### src/hw/rtl/h264fua_pkg.sv
`timescale 1ns / 1ps

package h264fua_pkg;

  // Widths of the unit length and of the fragment byte count.
  localparam int SIZE_BITS = 24;
  localparam int FRAG_BITS = 14;

  // Configuration port.
  localparam int CFG_BITS = 14;
  localparam int CFG_INDEX_BITS = 4;
  localparam logic [CFG_INDEX_BITS-1:0] REG_SINGLE_LIMIT = CFG_INDEX_BITS'(0);
  localparam logic [CFG_INDEX_BITS-1:0] REG_FRAGMENT_PAYLOAD = CFG_INDEX_BITS'(1);
  localparam logic [CFG_BITS-1:0] SINGLE_LIMIT_RESET = CFG_BITS'(1200);
  localparam logic [CFG_BITS-1:0] FRAGMENT_PAYLOAD_RESET = CFG_BITS'(1186);

  // NAL header and FU-A header fields.
  localparam logic [7:0] NAL_TYPE_MASK = 8'h1F;
  localparam logic [7:0] NAL_FNRI_MASK = 8'hE0;
  localparam logic [7:0] FU_A_TYPE = 8'd28;
  localparam logic [7:0] FU_START_BIT = 8'h80;
  localparam logic [7:0] FU_END_BIT = 8'h40;

  // Depth of the queue between front and back.
  localparam int QUEUE_DEPTH = 2;
  localparam int QUEUE_PTR_BITS = $clog2(QUEUE_DEPTH);
  localparam int QUEUE_CNT_BITS = $clog2(QUEUE_DEPTH + 1);

  typedef struct packed {
    logic [7:0]           data_byte;
    logic                 unit_start;
    logic [SIZE_BITS-1:0] unit_size;
    logic                 frame_marker;
    logic [31:0]          rtp_time;
  } item_t;

  typedef struct packed {
    logic [7:0]  out_byte;
    logic        packet_first;
    logic        packet_final;
    logic [15:0] sequence_number;
    logic        marker_bit;
    logic [31:0] packet_time;
    logic        run_last;
  } result_t;

  // One request after classification: up to three bytes that share one packet.
  typedef struct packed {
    logic [1:0]  last_idx;
    logic [7:0]  byte0;
    logic [7:0]  byte1;
    logic [7:0]  byte2;
    logic        opens;
    logic        closes;
    logic [15:0] seq;
    logic        marker;
    logic [31:0] stamp;
  } entry_t;

  // Head of the queue as the back sees it.
  typedef struct packed {
    logic   valid;
    entry_t entry;
  } head_t;

endpackage

### src/hw/rtl/h264_rtp_fua_packetizer.sv
// Path: the first result of an accepted byte passes through the queue and then the output register of the back.
// Throughput: one input byte per cycle while the queue has room; the back sends one result per cycle
// unless result_stall holds it, so a byte that opens an FU-A fragment (three results) holds up the
// input once the two-entry queue between front and back has filled.
// Reset (rst, synchronous): sequence number and unit state cleared, queue emptied,
// single-packet size limit back to 1200 and fragment_payload back to 1186.
`timescale 1ns / 1ps

module h264_rtp_fua_packetizer import h264fua_pkg::*; (
  input  logic                      clk,
  input  logic                      rst,
  input  logic                      item_valid,
  output logic                      item_stall,
  input  item_t                     item,
  output logic                      result_valid,
  input  logic                      result_stall,
  output result_t                   result,
  input  logic                      cfg_valid,
  output logic                      cfg_ready,
  input  logic [CFG_INDEX_BITS-1:0] cfg_index,
  input  logic [CFG_BITS-1:0]       cfg_data
);

  logic   accept;
  logic   q_push;
  logic   q_pop;
  logic   q_full;
  entry_t q_entry;
  head_t  q_head;

  // Input requests are held back only while the queue is full.
  assign item_stall = q_full;
  assign accept = item_valid && !item_stall;
  assign cfg_ready = 1'b1;

  h264fua_front u_front (
    .clk       (clk),
    .rst       (rst),
    .cfg_valid (cfg_valid && cfg_ready),
    .cfg_index (cfg_index),
    .cfg_data  (cfg_data),
    .accept    (accept),
    .item      (item),
    .push      (q_push),
    .entry     (q_entry)
  );

  h264fua_queue u_queue (
    .clk      (clk),
    .rst      (rst),
    .push     (q_push),
    .wr_entry (q_entry),
    .pop      (q_pop),
    .head     (q_head),
    .full     (q_full)
  );

  h264fua_back u_back (
    .clk          (clk),
    .rst          (rst),
    .head         (q_head),
    .pop          (q_pop),
    .result_valid (result_valid),
    .result_stall (result_stall),
    .result       (result)
  );

  // The front never writes into a full queue.
  assert property (@(posedge clk) disable iff (rst) q_full |-> !q_push)
    else $error("queue written while full");

  // A taken result is followed at once by the next one while the queue holds work.
  assert property (@(posedge clk) disable iff (rst)
    (result_valid && !result_stall && q_head.valid) |=> result_valid)
    else $error("bubble in result stream with work queued");

  // A packet's first byte that is not the last result of its request is never marked as the packet end.
  assert property (@(posedge clk) disable iff (rst)
    (result_valid && result.packet_first && !result.run_last) |-> !result.packet_final)
    else $error("FU indicator marked as packet end");

endmodule

### src/hw/rtl/h264fua_front.sv
`timescale 1ns / 1ps

module h264fua_front import h264fua_pkg::*; (
  input  logic                      clk,
  input  logic                      rst,
  input  logic                      cfg_valid,
  input  logic [CFG_INDEX_BITS-1:0] cfg_index,
  input  logic [CFG_BITS-1:0]       cfg_data,
  input  logic                      accept,
  input  item_t                     item,
  output logic                      push,
  output entry_t                    entry
);

  localparam int LIM_W = (FRAG_BITS > CFG_BITS) ? FRAG_BITS : CFG_BITS;
  localparam logic [LIM_W-1:0] FRAG_LIMIT = LIM_W'((64'd1 << FRAG_BITS) - 64'd1);

  logic [CFG_BITS-1:0]  single_limit;
  logic [CFG_BITS-1:0]  fragment_payload;

  logic [15:0]          seq_counter;
  logic [7:0]           held_header;
  logic [SIZE_BITS-1:0] remaining;
  logic [FRAG_BITS-1:0] bytes_in_fragment;
  logic                 fragment_mode;
  logic                 held_marker;
  logic [31:0]          held_time;
  logic                 at_first;

  logic [LIM_W-1:0]     cfg_ext;
  logic [FRAG_BITS-1:0] frag_size;
  logic [SIZE_BITS-1:0] rem;
  logic                 live;
  logic                 new_frag;
  logic                 hold;
  logic                 single_byte;
  logic                 frag_byte;
  logic                 frag_head;
  logic                 frag_last;
  logic [FRAG_BITS:0]   bif_inc;
  logic                 frag_close;
  logic [15:0]          seq_prev;

  // Configuration registers; the user must write them only while the block is idle (not enforced here).
  always_ff @(posedge clk) begin
    if (rst) begin
      single_limit <= SINGLE_LIMIT_RESET;
      fragment_payload <= FRAGMENT_PAYLOAD_RESET;
    end else if (cfg_valid) begin
      case (cfg_index)
        REG_SINGLE_LIMIT: single_limit <= cfg_data;
        REG_FRAGMENT_PAYLOAD: fragment_payload <= cfg_data;
        default: ;
      endcase
    end
  end

  // Fragment size: zero counts as one, and it saturates at the counter range.
  always_comb begin
    cfg_ext = LIM_W'(fragment_payload);
    if (cfg_ext == '0) begin
      frag_size = FRAG_BITS'(1);
    end else if (cfg_ext > FRAG_LIMIT) begin
      frag_size = FRAG_BITS'(FRAG_LIMIT);
    end else begin
      frag_size = FRAG_BITS'(cfg_ext);
    end
  end

  // Classification of the offered byte.
  always_comb begin
    new_frag = item.unit_size > SIZE_BITS'(single_limit);
    rem = item.unit_start ? item.unit_size : remaining;
    live = rem != '0;
    hold = item.unit_start && new_frag;
    single_byte = live && (item.unit_start ? !new_frag : !fragment_mode);
    frag_byte = live && !item.unit_start && fragment_mode;
    frag_head = frag_byte && (bytes_in_fragment == '0);
    frag_last = rem <= SIZE_BITS'(frag_size);
    bif_inc = (FRAG_BITS + 1)'(bytes_in_fragment) + (FRAG_BITS + 1)'(1);
    frag_close = (bif_inc >= (FRAG_BITS + 1)'(frag_size)) || (rem == SIZE_BITS'(1));
    seq_prev = seq_counter - 16'd1;
  end

  // Build the queue entry for a byte that gives results.
  always_comb begin
    push = accept && (single_byte || frag_byte);
    entry = '0;
    entry.byte0 = item.data_byte;
    if (single_byte) begin
      entry.last_idx = 2'd0;
      entry.opens = item.unit_start;
      entry.closes = rem == SIZE_BITS'(1);
      entry.seq = item.unit_start ? seq_counter : seq_prev;
      entry.marker = item.unit_start ? item.frame_marker : held_marker;
      entry.stamp = item.unit_start ? item.rtp_time : held_time;
    end else if (frag_head) begin
      entry.last_idx = 2'd2;
      entry.byte0 = (held_header & NAL_FNRI_MASK) | FU_A_TYPE;
      entry.byte1 = (held_header & NAL_TYPE_MASK)
                    | (at_first ? FU_START_BIT : 8'h00)
                    | (frag_last ? FU_END_BIT : 8'h00);
      entry.byte2 = item.data_byte;
      entry.opens = 1'b1;
      entry.closes = frag_close;
      entry.seq = seq_counter;
      entry.marker = frag_last;
      entry.stamp = held_time;
    end else begin
      entry.last_idx = 2'd0;
      entry.opens = 1'b0;
      entry.closes = frag_close;
      entry.seq = seq_prev;
      entry.marker = held_marker;
      entry.stamp = held_time;
    end
  end

  // Unit state, advanced on every accepted byte.
  always_ff @(posedge clk) begin
    if (rst) begin
      seq_counter <= '0;
      held_header <= '0;
      remaining <= '0;
      bytes_in_fragment <= '0;
      fragment_mode <= 1'b0;
      held_marker <= 1'b0;
      held_time <= '0;
      at_first <= 1'b0;
    end else if (accept) begin
      if (live) begin
        remaining <= rem - SIZE_BITS'(1);
      end
      if (item.unit_start) begin
        held_time <= item.rtp_time;
        bytes_in_fragment <= '0;
        fragment_mode <= new_frag;
        held_marker <= item.frame_marker && !new_frag;
        if (hold) begin
          held_header <= item.data_byte;
          at_first <= 1'b1;
        end
      end
      if ((single_byte && item.unit_start) || frag_head) begin
        seq_counter <= seq_counter + 16'd1;
      end
      if (frag_byte) begin
        bytes_in_fragment <= frag_close ? '0 : FRAG_BITS'(bif_inc);
        at_first <= 1'b0;
        if (frag_head) begin
          held_marker <= frag_last;
        end
      end
    end
  end

endmodule

### src/hw/rtl/h264fua_queue.sv
`timescale 1ns / 1ps

module h264fua_queue import h264fua_pkg::*; (
  input  logic   clk,
  input  logic   rst,
  input  logic   push,
  input  entry_t wr_entry,
  input  logic   pop,
  output head_t  head,
  output logic   full
);

  entry_t                    slots [QUEUE_DEPTH];
  logic [QUEUE_PTR_BITS-1:0] wr_ptr;
  logic [QUEUE_PTR_BITS-1:0] rd_ptr;
  logic [QUEUE_CNT_BITS-1:0] count;

  assign full = count == QUEUE_CNT_BITS'(QUEUE_DEPTH);
  assign head.valid = count != '0;
  assign head.entry = slots[rd_ptr];

  // Entry storage.
  always_ff @(posedge clk) begin
    if (push) begin
      slots[wr_ptr] <= wr_entry;
    end
  end

  // Pointers and fill count.
  always_ff @(posedge clk) begin
    if (rst) begin
      wr_ptr <= '0;
      rd_ptr <= '0;
      count <= '0;
    end else begin
      if (push) begin
        wr_ptr <= (wr_ptr == QUEUE_PTR_BITS'(QUEUE_DEPTH - 1)) ? '0
                  : wr_ptr + QUEUE_PTR_BITS'(1);
      end
      if (pop) begin
        rd_ptr <= (rd_ptr == QUEUE_PTR_BITS'(QUEUE_DEPTH - 1)) ? '0
                  : rd_ptr + QUEUE_PTR_BITS'(1);
      end
      case ({push, pop})
        2'b10: count <= count + QUEUE_CNT_BITS'(1);
        2'b01: count <= count - QUEUE_CNT_BITS'(1);
        default: ;
      endcase
    end
  end

endmodule

### src/hw/rtl/h264fua_back.sv
`timescale 1ns / 1ps

module h264fua_back import h264fua_pkg::*; (
  input  logic    clk,
  input  logic    rst,
  input  head_t   head,
  output logic    pop,
  output logic    result_valid,
  input  logic    result_stall,
  output result_t result
);

  logic [1:0] idx;
  logic       load;
  logic       at_end;
  result_t    next_result;

  // Pick the byte at the current index of the head entry.
  always_comb begin
    load = head.valid && (!result_valid || !result_stall);
    at_end = idx == head.entry.last_idx;
    pop = load && at_end;
    next_result.packet_first = head.entry.opens && (idx == 2'd0);
    next_result.packet_final = head.entry.closes && at_end;
    next_result.sequence_number = head.entry.seq;
    next_result.marker_bit = head.entry.marker;
    next_result.packet_time = head.entry.stamp;
    next_result.run_last = at_end;
    case (idx)
      2'd0: next_result.out_byte = head.entry.byte0;
      2'd1: next_result.out_byte = head.entry.byte1;
      default: next_result.out_byte = head.entry.byte2;
    endcase
  end

  // Output register and index into the head entry.
  always_ff @(posedge clk) begin
    if (rst) begin
      result_valid <= 1'b0;
      idx <= 2'd0;
    end else begin
      if (load) begin
        result_valid <= 1'b1;
        idx <= at_end ? 2'd0 : idx + 2'd1;
      end else if (!result_stall) begin
        result_valid <= 1'b0;
      end
    end
  end

  always_ff @(posedge clk) begin
    if (load) begin
      result <= next_result;
    end
  end

endmodule

### config.mk
export PLATFORM = sky130hd
export DESIGN_NAME = h264_rtp_fua_packetizer
export DESIGN_NICKNAME = d
export VERILOG_FILES = /design/src/hw/rtl/h264fua_pkg.sv /design/src/hw/rtl/h264_rtp_fua_packetizer.sv /design/src/hw/rtl/h264fua_front.sv /design/src/hw/rtl/h264fua_queue.sv /design/src/hw/rtl/h264fua_back.sv
export SDC_FILE = /design/constraint.sdc
export NUM_CORES = 1
export LEC_CHECK = 0
export BUFFER_PORTS_ARGS = -buffer_cell sky130_fd_sc_hd__buf_2
export CAP_MARGIN = 20
export CORE_MARGIN = 3
export CORE_UTILIZATION = 50
export CTS_CLUSTER_DIAMETER = 120
export DETAILED_ROUTE_END_ITERATION = 7
export GPL_ROUTABILITY_DRIVEN = 0
export MAX_ROUTING_LAYER = met4
export PLACE_DENSITY = 0.68
export REMOVE_ABC_BUFFERS = 1
export SYNTH_ARGS = -nofsm -noshare
export SYNTH_HDL_FRONTEND = slang
export SYNTH_SLANG_ARGS = --single-unit
### constraint.sdc
create_clock -name clk -period 10.3 [get_ports clk]
set_input_delay 2.575 -clock clk [delete_from_list [all_inputs] [get_ports clk]]
set_output_delay 2.575 -clock clk [all_outputs]
set_load 0.01 [all_outputs]
# Word-level counts from Yosys, hierarchy flattened
# Memory sizes are Yosys's and may differ from the RTL's. A register that Yosys moved wholly into a read port is not among the register bits.
# Cells that the tools add are included.
# Widths: inputs -> output; s select.
[word_totals]
register_bits = 192
ram_bits = 154
inputBits = 89
out_inout_bits = 63
elab_cells = 121
mem_count = 1
[op_classes]
n_addsub = 9
n_lt_le_gt_ge = 4
n_eq_ne = 8
mux = 35
bitwise = 2
n_reduce_logical = 40
[memory_table]
columns = ["name", "words", "width", "rd", "rd_clocked_by_memory_dff", "wr", "line", "text"]
rows = [
  ["u_queue.slots", 2, 77, 1, 1, 1, "h264fua_queue.sv:13", "entry_t slots [QUEUE_DEPTH];"],
]
[op_table]
columns = ["operator", "count"]
rows = [
  ["$mux 51", 2],
  ["$mux 24", 3],
  ["$mux 14", 5],
  ["$mux 32", 1],
  ["$logic_not 14->1", 2],
  ["$eq 24x1->1 const B", 1],
  ["$gt 24x14->1", 1],
  ["$le 24x14->1", 1],
  ["$reduce_bool 24->1", 1],
  ["$sub 24x1->24 const B", 1],
  ["$add 16x1->16 const B", 1],
  ["$mux 1", 16],
  ["$mux 16", 1],
  ["$pmux 8 s2", 1],
  ["$sub 16x1->16 const B", 1],
  ["$add 14x1->15 const B", 1],
  ["$ge 15x14->1", 1],
  ["$gt 14x14->1 const B", 1],
  ["$logic_and 1x1->1", 13],
  ["$reduce_and 2->1", 6],
  ["$mux 8", 1],
  ["$or 5x8->8", 1],
  ["$or 8x8->8", 1],
  ["$reduce_bool 2->1", 4],
  ["16 further kinds", 31],
]

# Logic depth before layout (Yosys ltp)
[logic_depth]
depth_word = 8
mapped_depth = 16
depth_no_buf = 14

# By module
# A second synthesis with hierarchy kept.
[hier_totals]
hier_cells = 1410
area_unflattened_um2 = 16034.1
[modules_own_cells]
columns = ["module", "n_inst", "cells_per_inst", "area_each_um2"]
rows = [
  ["h264fua_front", 1, 1037, 7993.9],
  ["h264fua_queue", 1, 262, 5881.9],
  ["h264fua_back", 1, 108, 2133.3],
  ["h264_rtp_fua_packetizer", 1, 3, 25.0],
]

# Worst setup path before layout
# Ideal clock, no wire load.
[synth_path]
path_type = "in2reg"
startpoint = "input item[57] in the netlist's numbering"
endpoint = "memory u_queue.slots[0][0] in the netlist's numbering, enable pin"
setup_time_ns = 0.509
arrival_time_ns = 8.166
t_required_ns = 9.791
slack_ns = 1.625
stages = 12
n_path_buf = 6
path_cell_list = "clkbuf_1 buf_2 buf_2 buf_2 buf_1 clkbuf_1 mux2i_1 ha_1 nand4_1 o21ai_1 a21o_1 nor2_1"
[synth_between]
elab_chain_len = 8
[synth_lines]
columns = ["item", "line", "text"]
rows = [
  ["start: declaration", "h264_rtp_fua_packetizer.sv:14", "input item_t item,"],
  ["$mux 24", "h264fua_front.sv:73", "rem = item.unit_start ? item.unit_size : remaining;"],
  ["$reduce_bool 24->1", "h264fua_front.sv:74", "live = rem != '0;"],
  ["$logic_and 1x1->1 (2 in a row)", "h264fua_front.sv:77", "frag_byte = live && !item.unit_start && fragment_mode;"],
  ["$logic_or 1x1->1 (*)", "h264fua_front.sv:87", "push = accept && (single_byte || frag_byte);"],
  ["$logic_and 1x1->1 (*)", "h264fua_front.sv:87", ""],
  ["$mux 1 (*)", "h264fua_queue.sv:24", "if (push) begin"],
  ["$mux 1 (not written as such) (*)", "h264fua_queue.sv:25", "slots[wr_ptr] <= wr_entry;"],
  ["end: declaration", "h264fua_queue.sv:13", ""],
]
# Every way passes the cells marked *; elsewhere a longest branch is shown, timed or not.

==> results.cfg <==
[run_status]
outcome = finished clean

[routing]
viasPerCell = 5.644
drt_iter0_markers = 940
dr_total_vias = 10850
ant_nets = 0
route.detailed.drc = 0
dr.pass1.iters = 5
wl_per_cell_um = 18.14
wl_mm = 34.87

[final_layout]
syn_to_final_growth_pct = 14.94
final_layout_size_suffix_gt1_share_pct = 21.49
fillCellCount = 2487
layout.nets = 1643

[sta]
slew_headroom_pct = 35.66
setup_viol_count_final = 0
drv_slew = 0
holdWs_ns = 0.4523
rsz0062_at_grt = false
final-hold-violation-count = 0
finClkSkew_ns = 0.01249
max_freq_ghz = 0.1744
period_minus_slack_ns = 5.733
worst_pin_slew_ns = 0.9651
tns_ns = 0
post-route-period-util_pct = 55.66

[power_and_ir_drop]
p_total_uw = 3849
vdd_drop_max_uv = 141.2
power_density_nw_per_um2 = 215.1
intPower_uw = 2798
p_switching_uw = 1050
comb_power_share_pct = 20.1
p_clk_share_pct = 33.5
p_sw_share_pct = 27.29
p_seq_share_pct = 46.4
leakage_uw = 0.006712

[setup_path]
path_class = primary input to flop
cp.required_ns = 10.55
cp.arrival_ns = 5.98
end_kind = flop
worstPathMaxFanout = 77
cp-start-kind = primary input

[clocking]
numCtsBuffers = 36
post_cts.repair.setup_buffers = 0
tritoncts = done
cts.clk_slew.worst_paths_ns = 0.06
clock_latency_ns = 0.51
cts_resized = 0
hold_buffers = 0
h-tree-depth = 2
clock_path_buffers = 3
clock-sinks = 343
clock-root-buffer = clkbuf_16

[grt]
grt-ovfl-total = 0
grt_first_pass_wirelength_mm = 55.83
grtUsageTotal_pct = 21.31
grt_max_degree = 79
antenna_found_initial = 2
first_global_vias = 10550

[flow_run]
cap_violations = 0

[die]
start_util_pct = 51.56
rows = 63
die_h_um = 182.4
io_pins = 152
die_w_um = 182.4
core-area_um2 = 30190
die-area_um2 = 33280

[yosys]
avgSynthCellArea_um2 = 11.38
ys_seq_elements = 343
synth_cells = 1368
yosysWarnings = 0
synth_ff_type = edfxtp_1
ys_types = 74
async_flop_share_pct = 0
yosysTopAreaCell = edfxtp_1
synth-edff-count = 210
syn_area_um2 = 15560
synth_most_common_cell = edfxtp_1
synth_area_leaders = edfxtp_1 41%, dfxtp_1 17%, mux2_2 6.5%, nand2_1 4.3%, ha_1 4.1%
netlist_top_cells_count = 210 x edfxtp_1, 180 x nand2_1, 133 x dfxtp_1
yosysTopAreaCellShare_pct = 40.51
ys_seq_area_share_pct = 57.62

[min_path]
hp-class = flop to flop

[place]
dp_hpwl_mm = 23.45
port_buffers = 150
[metal layers]
layer / vias to the layer above / global-route usage [%] / part of all wire [%]
li1: 5257 / - / -
met1: 5199 / 29.37 / 45
met2: 342 / 33.74 / 47
met3: 55 / 2.671 / 5.8
met4: 0 / 5.728 / 2.1
met5: - / - / 0
[final timing paths]
check / start / endpoint / slack [ns] / cells after the start
setup / recovery: item[57] / u_queue.slots[1][40] / 4.57 / 11
hold / removal: u_front.held_time[25] / u_front.held_time[25] / 0.45 / 2
setup reg to reg: u_front.bytes_in_fragment[2] / u_front.bytes_in_fragment[10] / 6.65 / 13
hold reg to reg: u_front.held_time[25] / u_front.held_time[25] / 0.45 / 2
[state kept, by name, summed over array words and instances, names as in the netlist, named ones only]
| name | flops |
|---|---|
| u_front.at_first | 1 |
| u_front.held_header | 8 |
| u_queue.slots | 150 |
| u_front.held_time | 32 |
| u_front.fragment_mode | 1 |
| u_queue.wr_ptr | 1 |
| u_front.bytes_in_fragment | 14 |
| u_front.remaining | 24 |
| u_queue.count | 2 |
| u_back.idx | 2 |
| u_front.seq_counter | 16 |
| u_front.single_limit | 14 |
| u_back.result | 60 |
| u_back.result_valid | 1 |
| u_front.cfg_ext | 14 |
| u_queue.rd_ptr | 1 |
| u_front.held_marker | 1 |
[logic make-up after synthesis]
family                     Yosys count  share of synthesized area (%)
muxes                              127                          8.963
buffers and inverters              119                          3.047
and+or+nand+nor                    436                          13.80
AOI/OAI and AO/OA                  246                          9.912
other                                1                        0.02409
xor gates and xnor gates            45                          2.532
DFF                                343                          57.62
adders and majority gates           51                          4.100
[layout make-up]
| type | count | area [um^2] | area share [%] |
|---|---|---|---|
| Clock inverter | 12 | 151.4 | 0.8463 |
| Sequential cell | 343 | 8970 | 50.14 |
| Multi-Input combinational cell | 906 | 6152 | 34.39 |
| Tap cell | 390 | 488.0 | 2.728 |
| Timing Repair Buffer | 165 | 890.9 | 4.980 |
| Inverter | 51 | 191.4 | 1.070 |
| Antenna cell | 2 | 5.005 | 0.02798 |
| Clock buffer | 54 | 1041 | 5.819 |
[power groups by stage]
| stage | combinational [uW] | sequential, uW | clock (uW) |
|---|---|---|---|
| 2_1_floorplan | 395 | 1900 | 0 |
| 3_3_place_gp | 762 | 1810 | 0 |
| 3_5_place_dp | 773 | 1810 | 0 |
| 4_1_cts | 777 | 1790 | 1320 |
| 5_1_grt | 851 | 1800 | 1370 |
| 6_report | 772 | 1790 | 1290 |
[cells in the final DEF, fill, tap and decap left out, drive strengths merged, types with 5 or more instances in the layout]
cell    synthesis  final
a211oi         13     13
a21o           10     10
a21oi         102    102
a22o           13     13
a22oi           8      8
a31oi          12     12
and2           25     25
and3           12     12
buf            15    165
clkbuf         53     54
clkinv          0      9
dfxtp         133    133
edfxtp        210    210
ha             51     51
inv            51     51
mux2           99     99
mux2i          28     28
nand2         181    181
nand2b          6      6
nand3          28     28
nand4          16     16
nand4b          5      5
nor2           64     64
nor2b          10     10
nor3           17     17
nor3b           6      6
nor4           17     17
o211ai         12     12
o21ai          41     41
or2             7      7
or3            23     23
or3b            5      5
or4             5      5
xnor2          36     36
xor2            9      9
[stage by stage]
stage                     util, %  std cells  instance area [um^2]  worst slack [ns]
final                       59.26       1923                 17890             4.568
after global routing        59.26       1923                 17890             4.264
after CTS                   59.08       1918                 17840             4.423
after detailed placement    55.13       1852                 16640             3.898
after global placement      55.13       1852                 16640             3.954
after floorplan                 -       1300                 15280             2.656
[critical path, cell delays in order]
cell	delay [ns]
buf_2	0.07
buf_4	0.60
mux2i_1	0.43
ha_1	0.33
o21ai_0	0.26
nor4_2	0.62
nand2b_4	0.07
nand2_2	0.20
inv_2	0.11
or4_4	0.52
xnor2_1	0.15
Power figures use the tool's default switching activity.
